**src/design/bsum_pkg.sv**
```systemverilog
`default_nettype none

package bsum_pkg;

  // Sizes of the grid and of the data path
  localparam int MAX_DIM    = 128;
  localparam int VALUE_BITS = 8;
  localparam int DIM_BITS   = 8;
  localparam int ROW_BITS   = DIM_BITS;
  localparam int COL_BITS   = $clog2(MAX_DIM);
  localparam int POS_BITS   = 7;
  localparam int CSUM_BITS  = VALUE_BITS + 2;
  localparam int SUM_BITS   = 12;
  localparam int WIN_TAPS   = 2;

  // Configuration register indexes
  localparam int IDX_BITS = 1;
  localparam logic [IDX_BITS-1:0] REG_GRID_ROWS = 1'b0;
  localparam logic [IDX_BITS-1:0] REG_GRID_COLS = 1'b1;

  typedef logic [VALUE_BITS-1:0] bsum_val_t;
  typedef logic [DIM_BITS-1:0]   bsum_dim_t;
  typedef logic [CSUM_BITS-1:0]  bsum_csum_t;

  // Line store write request
  typedef struct packed {
    logic                en;
    logic [COL_BITS-1:0] addr;
    bsum_val_t           upper;
    bsum_val_t           middle;
  } bsum_wr_t;

  // Item held in the window stage
  typedef struct packed {
    bsum_val_t           value;
    logic [COL_BITS-1:0] col;
    logic                first_col;
    logic                active;
    logic                top_en;
    logic                mid_en;
    logic                bot_en;
    logic                emit_a;
    logic                emit_b;
    logic                last;
    logic [POS_BITS-1:0] erow;
    logic [POS_BITS-1:0] ecol;
  } bsum_s1_t;

  // Map a size of zero to one and an oversize to the maximum
  function automatic bsum_dim_t clamp_dim(input bsum_dim_t v);
    bsum_dim_t r;
    if (v == '0) begin
      r = bsum_dim_t'(1);
    end else if (v > bsum_dim_t'(MAX_DIM)) begin
      r = bsum_dim_t'(MAX_DIM);
    end else begin
      r = v;
    end
    return r;
  endfunction

endpackage

`default_nettype wire

```
**src/design/bsum_stream_if.sv**
```systemverilog
`default_nettype none

interface bsum_in_if import bsum_pkg::*; ();
  logic      valid;
  logic      ready;
  bsum_val_t cell_value;

  modport source (output valid, output cell_value, input ready);
  modport sink   (input valid, input cell_value, output ready);
endinterface

interface bsum_out_if import bsum_pkg::*; ();
  logic                valid;
  logic                ready;
  logic [SUM_BITS-1:0] neighbor_sum;
  logic [POS_BITS-1:0] out_row;
  logic [POS_BITS-1:0] out_col;
  logic                last_of_grid;

  modport source (output valid, output neighbor_sum, output out_row, output out_col,
                  output last_of_grid, input ready);
  modport sink   (input valid, input neighbor_sum, input out_row, input out_col,
                  input last_of_grid, output ready);
endinterface

`default_nettype wire

```
**src/design/box_sum_3x3_zero_padded.sv**
```systemverilog
// 3x3 box sum with zero padding over a raster-order grid.
// Channels: cells (sink) takes cell_value in raster order, sums (source) gives
// neighbor_sum with out_row, out_col and last_of_grid. Both use valid/ready; a
// transfer happens at a rising edge with valid and ready high.
// Configuration: cfg_we writes cfg_data to register cfg_index (0 grid_rows,
// 1 grid_cols); sizes of zero act as one and sizes above 128 as 128. Write
// only while the block is idle.
// The sum for a cell is caused by the item grid_cols+1 positions later, so
// after the last cell send grid_cols+1 drain items (values ignored); the last
// of them carries last_of_grid and the position counters then restart.
// A result goes through the window stage and result registers. Throughput:
// one item per cycle unless sums stalls, set by one line-store read and one
// write per cycle on the two column stages and the window cells.
// Reset (rst, synchronous): position counters and window to zero, both sizes
// to one, pipeline empty. The line stores are not cleared; every column is
// written before it is read.
// A stalled receiver holds the result register and the whole pipeline; cells
// is refused until sums moves on.
`default_nettype none

module box_sum_3x3_zero_padded import bsum_pkg::*; (
  input  wire logic                clk,
  input  wire logic                rst,
  input  wire logic                cfg_we,
  input  wire logic [IDX_BITS-1:0] cfg_index,
  input  wire bsum_dim_t           cfg_data,
  bsum_in_if.sink                  cells,
  bsum_out_if.source               sums
);

  bsum_dim_t            grid_rows;
  bsum_dim_t            grid_cols;
  logic [ROW_BITS-1:0]  in_row;
  logic [COL_BITS-1:0]  in_col;
  logic [ROW_BITS-1:0]  in_row_next;
  logic [COL_BITS-1:0]  in_col_next;

  logic                 en;
  logic                 accept;
  logic                 commit;

  bsum_dim_t            rows_c;
  bsum_dim_t            cols_c;
  bsum_dim_t            drain_row;
  logic [ROW_BITS-1:0]  r;
  logic [COL_BITS-1:0]  c;
  bsum_dim_t            c_inc;
  bsum_s1_t             s0;

  logic                 s1_valid;
  bsum_s1_t             s1;

  bsum_val_t            rd_upper;
  bsum_val_t            rd_middle;
  bsum_wr_t             wr;
  bsum_val_t            top;
  bsum_val_t            mid;
  bsum_val_t            bot;
  bsum_csum_t           new_col;
  bsum_csum_t           col_sum [WIN_TAPS];
  logic [SUM_BITS-1:0]  sum;

  // Configuration registers
  always_ff @(posedge clk) begin
    if (rst) begin
      grid_rows <= bsum_dim_t'(1);
      grid_cols <= bsum_dim_t'(1);
    end else if (cfg_we) begin
      case (cfg_index)
        REG_GRID_ROWS: grid_rows <= cfg_data;
        REG_GRID_COLS: grid_cols <= cfg_data;
        default: ;
      endcase
    end
  end

  // Pipeline moves whenever the result register is free or being taken
  assign en          = !sums.valid || sums.ready;
  assign cells.ready = en;
  assign accept      = en && cells.valid;
  assign commit      = en && s1_valid;

  // Position of the incoming item and what it causes
  always_comb begin
    rows_c    = clamp_dim(grid_rows);
    cols_c    = clamp_dim(grid_cols);
    drain_row = rows_c + bsum_dim_t'(1);
    if (bsum_dim_t'(in_col) >= cols_c) begin
      c = '0;
      r = in_row + ROW_BITS'(1);
    end else begin
      c = in_col;
      r = in_row;
    end
    if (r >= drain_row) begin
      r = drain_row;
      c = '0;
    end

    s0.value     = cells.cell_value;
    s0.col       = c;
    s0.first_col = (c == '0);
    s0.active    = (r <= rows_c);
    s0.top_en    = (r >= ROW_BITS'(2));
    s0.mid_en    = (r >= ROW_BITS'(1));
    s0.bot_en    = (r < rows_c);
    s0.emit_a    = (c == '0) && (r >= ROW_BITS'(2));
    s0.emit_b    = (c != '0) && (r >= ROW_BITS'(1)) && (r <= rows_c);
    s0.last      = (r == drain_row);
    if (s0.emit_a) begin
      s0.erow = POS_BITS'(r - ROW_BITS'(2));
      s0.ecol = POS_BITS'(cols_c - bsum_dim_t'(1));
    end else begin
      s0.erow = POS_BITS'(r - ROW_BITS'(1));
      s0.ecol = POS_BITS'(c - COL_BITS'(1));
    end

    c_inc = bsum_dim_t'(c) + bsum_dim_t'(1);
    if (r >= drain_row) begin
      in_row_next = '0;
      in_col_next = '0;
    end else if (c_inc >= cols_c) begin
      in_row_next = r + ROW_BITS'(1);
      in_col_next = '0;
    end else begin
      in_row_next = r;
      in_col_next = COL_BITS'(c_inc);
    end
  end

  // Advance the position counters on each input transfer
  always_ff @(posedge clk) begin
    if (rst) begin
      in_row <= '0;
      in_col <= '0;
    end else if (accept) begin
      in_row <= in_row_next;
      in_col <= in_col_next;
    end
  end

  // Window stage register
  always_ff @(posedge clk) begin
    if (rst) begin
      s1_valid <= 1'b0;
    end else if (en) begin
      s1_valid <= cells.valid;
    end
  end

  always_ff @(posedge clk) begin
    if (accept) begin
      s1 <= s0;
    end
  end

  bsum_line_buf u_line_buf (
    .clk       (clk),
    .rst       (rst),
    .rd_en     (accept),
    .rd_addr   (c),
    .wr        (wr),
    .rd_upper  (rd_upper),
    .rd_middle (rd_middle)
  );

  // New column and the line-store update
  always_comb begin
    top     = s1.top_en ? rd_upper  : '0;
    mid     = s1.mid_en ? rd_middle : '0;
    bot     = s1.bot_en ? s1.value  : '0;
    new_col = CSUM_BITS'(top) + CSUM_BITS'(mid) + CSUM_BITS'(bot);

    wr.en     = commit && s1.active;
    wr.addr   = s1.col;
    wr.upper  = mid;
    wr.middle = bot;
  end

  // Row of window cells: the newest column enters the last cell
  for (genvar k = 0; k < WIN_TAPS; k++) begin : g_win
    if (k == WIN_TAPS - 1) begin : g_head
      bsum_col_cell u_cell (
        .clk     (clk),
        .rst     (rst),
        .adv     (commit),
        .clear   (!s1.active),
        .col_in  (new_col),
        .col_sum (col_sum[k])
      );
    end else begin : g_body
      bsum_col_cell u_cell (
        .clk     (clk),
        .rst     (rst),
        .adv     (commit),
        .clear   (s1.first_col),
        .col_in  (col_sum[k+1]),
        .col_sum (col_sum[k])
      );
    end
  end

  // Two held columns plus the new one; a row end closes with a zero column
  always_comb begin
    sum = SUM_BITS'(col_sum[0]) + SUM_BITS'(col_sum[1]);
    if (s1.emit_b) begin
      sum = sum + SUM_BITS'(new_col);
    end
  end

  // Result register
  always_ff @(posedge clk) begin
    if (rst) begin
      sums.valid <= 1'b0;
    end else if (en) begin
      sums.valid <= s1_valid && (s1.emit_a || s1.emit_b);
    end
  end

  always_ff @(posedge clk) begin
    if (commit) begin
      sums.neighbor_sum <= sum;
      sums.out_row      <= s1.erow;
      sums.out_col      <= s1.ecol;
      sums.last_of_grid <= s1.emit_a && s1.last;
    end
  end

endmodule

`default_nettype wire

```
**src/design/bsum_line_buf.sv**
```systemverilog
`default_nettype none

module bsum_line_buf import bsum_pkg::*; (
  input  wire logic                clk,
  input  wire logic                rst,
  input  wire logic                rd_en,
  input  wire logic [COL_BITS-1:0] rd_addr,
  input  wire bsum_wr_t            wr,
  output      bsum_val_t           rd_upper,
  output      bsum_val_t           rd_middle
);

  bsum_val_t upper_line  [MAX_DIM];
  bsum_val_t middle_line [MAX_DIM];

  bsum_val_t upper_q;
  bsum_val_t middle_q;
  logic      fwd;
  bsum_val_t fwd_upper;
  bsum_val_t fwd_middle;

  // Write both line stores at one column
  always_ff @(posedge clk) begin
    if (wr.en) begin
      upper_line[wr.addr]  <= wr.upper;
      middle_line[wr.addr] <= wr.middle;
    end
  end

  // Read both line stores; hold the data until the next read
  always_ff @(posedge clk) begin
    if (rd_en) begin
      upper_q  <= upper_line[rd_addr];
      middle_q <= middle_line[rd_addr];
    end
  end

  // Capture a write to the column being read in the same cycle
  always_ff @(posedge clk) begin
    if (rst) begin
      fwd <= 1'b0;
    end else if (rd_en) begin
      fwd <= wr.en && (wr.addr == rd_addr);
    end
  end

  always_ff @(posedge clk) begin
    if (rd_en) begin
      fwd_upper  <= wr.upper;
      fwd_middle <= wr.middle;
    end
  end

  assign rd_upper  = fwd ? fwd_upper  : upper_q;
  assign rd_middle = fwd ? fwd_middle : middle_q;

endmodule

`default_nettype wire

```
**src/design/bsum_col_cell.sv**
```systemverilog
`default_nettype none

module bsum_col_cell import bsum_pkg::*; (
  input  wire logic       clk,
  input  wire logic       rst,
  input  wire logic       adv,
  input  wire logic       clear,
  input  wire bsum_csum_t col_in,
  output      bsum_csum_t col_sum
);

  // Take the incoming column sum (the neighbour's, or the new one), or zero on clear
  always_ff @(posedge clk) begin
    if (rst) begin
      col_sum <= '0;
    end else if (adv) begin
      col_sum <= clear ? '0 : col_in;
    end
  end

endmodule

`default_nettype wire

```
**src/flat_wrapper.sv**
```systemverilog
// flat-port wrapper written by rule: the top's interface ports become plain ports
module box_sum_3x3_zero_padded_flat import bsum_pkg::*;
  (clk, rst, cfg_we, cfg_index, cfg_data, cells_valid, cells_cell_value, cells_ready, sums_valid, sums_neighbor_sum, sums_out_row, sums_out_col, sums_last_of_grid, sums_ready);
  bsum_in_if cells_i ();
  bsum_out_if sums_i ();
  input  wire logic clk;
  input  wire logic rst;
  input  wire logic cfg_we;
  input  wire logic [IDX_BITS-1:0] cfg_index;
  input  wire bsum_dim_t cfg_data;
  input wire logic [$bits(cells_i.valid)-1:0] cells_valid;
  input wire logic [$bits(cells_i.cell_value)-1:0] cells_cell_value;
  output wire logic [$bits(cells_i.ready)-1:0] cells_ready;
  output wire logic [$bits(sums_i.valid)-1:0] sums_valid;
  output wire logic [$bits(sums_i.neighbor_sum)-1:0] sums_neighbor_sum;
  output wire logic [$bits(sums_i.out_row)-1:0] sums_out_row;
  output wire logic [$bits(sums_i.out_col)-1:0] sums_out_col;
  output wire logic [$bits(sums_i.last_of_grid)-1:0] sums_last_of_grid;
  input wire logic [$bits(sums_i.ready)-1:0] sums_ready;
  assign cells_i.valid = cells_valid;
  assign cells_i.cell_value = cells_cell_value;
  assign cells_ready = cells_i.ready;
  assign sums_valid = sums_i.valid;
  assign sums_neighbor_sum = sums_i.neighbor_sum;
  assign sums_out_row = sums_i.out_row;
  assign sums_out_col = sums_i.out_col;
  assign sums_last_of_grid = sums_i.last_of_grid;
  assign sums_i.ready = sums_ready;
  box_sum_3x3_zero_padded u_core (.clk(clk), .rst(rst), .cfg_we(cfg_we), .cfg_index(cfg_index), .cfg_data(cfg_data), .cells(cells_i), .sums(sums_i));
endmodule
```
**config.mk**
```make
export PLATFORM = sky130hd
export DESIGN_NAME = box_sum_3x3_zero_padded_flat
export DESIGN_NICKNAME = d
export VERILOG_FILES = /design/src/design/bsum_pkg.sv /design/src/design/bsum_stream_if.sv /design/src/design/box_sum_3x3_zero_padded.sv /design/src/design/bsum_line_buf.sv /design/src/design/bsum_col_cell.sv /design/src/flat_wrapper.sv
export SDC_FILE = /design/constraint.sdc
export NUM_CORES = 2
export LEC_CHECK = 0
export BUFFER_PORTS_ARGS = -buffer_cell sky130_fd_sc_hd__buf_2
export CORE_AREA = 2 2 431 433
export DETAILED_ROUTE_END_ITERATION = 7
export DIE_AREA = 0 0 433 435
export HOLD_SLACK_MARGIN = 0.06
export PLACE_DENSITY = 0.65
export SYNTH_ARGS = -nofsm -noshare
export SYNTH_HDL_FRONTEND = slang
export SYNTH_SLANG_ARGS = --single-unit
```
**constraint.sdc**
```tcl
create_clock -name clk -period 12.48 [get_ports clk]
set_clock_uncertainty 0.15 [all_clocks]
set_input_delay 2.496 -clock clk [delete_from_list [all_inputs] [get_ports clk]]
set_output_delay 2.496 -clock clk [all_outputs]
set_load 0.01 [all_outputs]
```
==> out/summary.txt <==
CTS sink cnt: 2198
WP data required: 12.91 ns
largest net degree at the start of global routing: 141
number of gates resized after CTS: 0
IO Pins: 51
input/output buffers: 50
DRC: 0
critical path class: reg -> reg
fill cell count: 14470
Async S/R FF share, synth: 0%
Sw Share: 33.29%
top achievable clock speed: 112.4 MHz
total number of vias: 58150
routed wl met3: 32.31 mm
slew margin rel.: 2.614%
routed length per instance: 30.14 um
CTS tree: yes
clock insertion delay at the later pin of the skew report: 0.87 ns
syn avg cell area: 14.38 um^2
register area share after synthesis: 71.55%
ys flop type: edfxtp_1
GR Overflow Total: 0
dpl cells: 8696
hold-fix buffers at CTS: 0
Ys Warns: 0
first-pass GRT wire length: 392.5 mm
clock-pin slew of the registers on the worst-case setup and hold paths: 0.06 ns
period utilisation layout: 71.27%
share of cells above drive strength 1: 12.21%
final worst setup slack: 3.586 ns
post-route design area: 101900 um^2
Top Metal Used: met5
sequential power share: 42.4%
Lkg Pwr: 33.49 nW
DIE AREA: 188400 um^2
dpl hpwl: 159.5 mm
Post-Place Worst Slack: 3.592 ns
Yosys reg bits: 2198
Num CTS Buffers: 216
Global Route Usage Sum: 28.65%
Fin Hold WS: 0.2658 ns
Routed WL: 274.3 mm
Worst setup SP type: flip-flop
post-synthesis cell count: 6363
area delta synth->final: 11.35%
maximum vdd drop: 0.2348 mV
pwr dens: 208.2 nW/um^2
Hold WC Path Type: reg -> reg
Post-CTS Setup Bufs: 0
CP Data Arrival Time: 9.32 ns
core footprint: 184000 um^2
non-filler cells, final: 9099
FP Rows: 158
worst-path fanout max: 87
total power: 21.21 mW
NetSw: 7.061 mW
post-synthesis cell type count: 98
GPL Wtd Cong: 0.9130
vias per cell: 6.390
drt initial violations: 8917
Hold Fails Final Rpt: 0
Logic pwr share: 27.9%
Least-Margin Pin Slew: 1.447 ns
final core utilization: 55.35%
outcome: completed
DRT Pass-1 Iters: 6
max capacitance violation total: 0
cell area after synthesis: 91490 um^2
Critical Path End Type: flip-flop
final slew viol count: 0
initial antenna violation count: 18
routed length on met2: 122.2 mm
Mapped Nets: 6476
fin nets: 6547
die span in y: 435 um
Routed Antenna Nets: 0
die width: 433 um
CTS Buffer Depth: 3
number of flops mapped to enable cells by yosys: 2144
min cycle time layout: 8.894 ns
Met1 Wirelength: 107.1 mm
Starting Density: 49.71%
CTS HTree Levels: 4
dpl cell area: 95100 um^2
Final setup viols: 0
RSZ-0062 raised after global routing: no
setup TNS: 0 ns
CTS root buf: clkbuf_16
Clock power frac: 29.7%
internal power: 14.15 mW
number of global-route vias before repair: 54680
synth_stat cells, types with 11 or more instances:
cell	number	share of area (%)
edfxtp_1	2144	70
nand2_1	564	2.3
mux2i_1	387	4.2
nor2_1	371	1.5
nand3_1	297	1.6
a211oi_1	222	1.8
clkbuf_1	216	0.89
a21oi_1	209	1.1
o21ai_0	199	1.1
buf_2	158	0.86
nor3_1	156	0.85
a31oi_1	113	0.77
o211ai_1	111	0.91
mux2_2	90	1.1
ha_1	87	1.2
inv_1	64	0.26
or3_1	56	0.38
and3_1	54	0.37
dfxtp_1	54	1.2
nand4_1	52	0.36
nor2b_1	48	0.33
a22oi_1	44	0.36
buf_1	44	0.18
xnor2_1	44	0.42
a211o_1	40	0.38
and2_1	39	0.27
or2_2	35	0.24
a2bb2oi_1	32	0.31
a32oi_1	28	0.27
buf_4	28	0.23
o311ai_0	21	0.20
a22o_1	18	0.17
nand2b_1	17	0.12
a221oi_1	16	0.15
a41oi_1	16	0.15
nor3b_1	14	0.11
o2111a_1	14	0.17
xor2_1	14	0.13
a21o_1	13	0.11
a2111oi_0	12	0.11
o22ai_1	11	0.075
registers in the layout, indices dropped and copies added, names as in the netlist:
name / cells
u_core.u_line_buf.middle_line: 1024
u_core.u_line_buf.upper_line: 1024
u_core.s1: 37
u_core.sums.neighbor_sum: 12
u_core.g_win.g_body.u_cell.col_sum: 10
u_core.g_win.g_head.u_cell.col_sum: 10
u_core.grid_cols: 8
u_core.grid_rows: 8
u_core.in_row: 8
u_core.u_line_buf.fwd_middle: 8
u_core.u_line_buf.fwd_upper: 8
u_core.u_line_buf.middle_q: 8
u_core.u_line_buf.upper_q: 8
u_core.in_col: 7
u_core.sums.out_col: 7
u_core.sums.out_row: 7
u_core.s1_valid: 1
u_core.sums.last_of_grid: 1
u_core.sums.valid: 1
u_core.u_line_buf.fwd: 1
cell usage in the layout, fill, tap and decap left out, drive strengths merged, types with 54 or more instances in the layout:
cell    instances
or3            58
nand2         564
ha             87
nor2          372
clkinv        101
o21ai         210
mux2           91
edfxtp       2144
and3           54
mux2i         387
a21oi         211
dfxtp          54
clkbuf        269
nor3          158
inv            78
a211oi        223
o211ai        114
nand3         297
a31oi         118
buf           305
cells by family after synthesis:
kind of cell | synth area share [%]
and+or+nand+nor | 9.036
buffers and inverters | 2.526
AOI/OAI and AO/OA | 9.550
xor gates and xnor gates | 0.5553
DFF | 71.55
muxes | 5.502
adders and majority gates | 1.277
power groups by stage:
stage               Sequential [mW]  Combinational [mW]  Clock [mW]
floorplan                      9.16                3.86           0
global placement               9.15                5.71           0
detailed placement             9.15                5.81           0
CTS                            8.99                5.84        6.35
global route                   9.00                6.32        6.62
finish                         9.00                5.91        6.30
final cells by class:
type                       instances  area [um^2]  area share, %
inverter                          71        291.5         0.2862
clock inverter                   131         1115          1.094
timing repair buffer             305         2281          2.239
tap                             2480         3103          3.046
clock buffer                     269         5647          5.543
multi-input combinational       3642        23960          23.52
antenna                            3        7.507       0.007369
sequential                      2198        65470          64.27
routing by layer:
| layer | up-vias | GRT usage, % |
|---|---|---|
| met2 | 3578 | 42.28 |
| met4 | 12 | 12.44 |
| met5 | - | 0 |
| met3 | 541 | 6.987 |
| li1 | 24820 | - |
| met1 | 29190 | 40.51 |
worst max-delay path: stages, from the launching register on:
cell and delay [ns]:
dfxtp_4 0.85, inv_2 0.04, buf_4 0.31, ha_1 0.36, nand2b_1 0.14, a31oi_1 0.36
o21a_2 0.35, buf_4 0.56, or3_4 0.26, nand2_1 0.06, ha_1 0.30, a21o_1 0.17
a31oi_2 0.32, o211a_1 0.22, buf_4 0.33, o211a_4 0.57, inv_8 0.35, buf_4 0.46
a211oi_1 0.42, a211oi_1 0.11, a2111oi_0 0.92, o2111a_1 0.71, a32oi_1 0.09
final timing paths:
check              startpoint                           end  slack (ns)  depth (start not counted)
max          u_core.in_col[0]  u_core.u_line_buf.upper_q[7]        3.59                         22
min             u_core.s1[10]        u_core.sums.out_row[3]        0.27                          0
max reg2reg  u_core.in_col[0]  u_core.u_line_buf.upper_q[7]        3.59                         22
min reg2reg     u_core.s1[10]        u_core.sums.out_row[3]        0.27                          0
(Power assumes the default switching activity.)
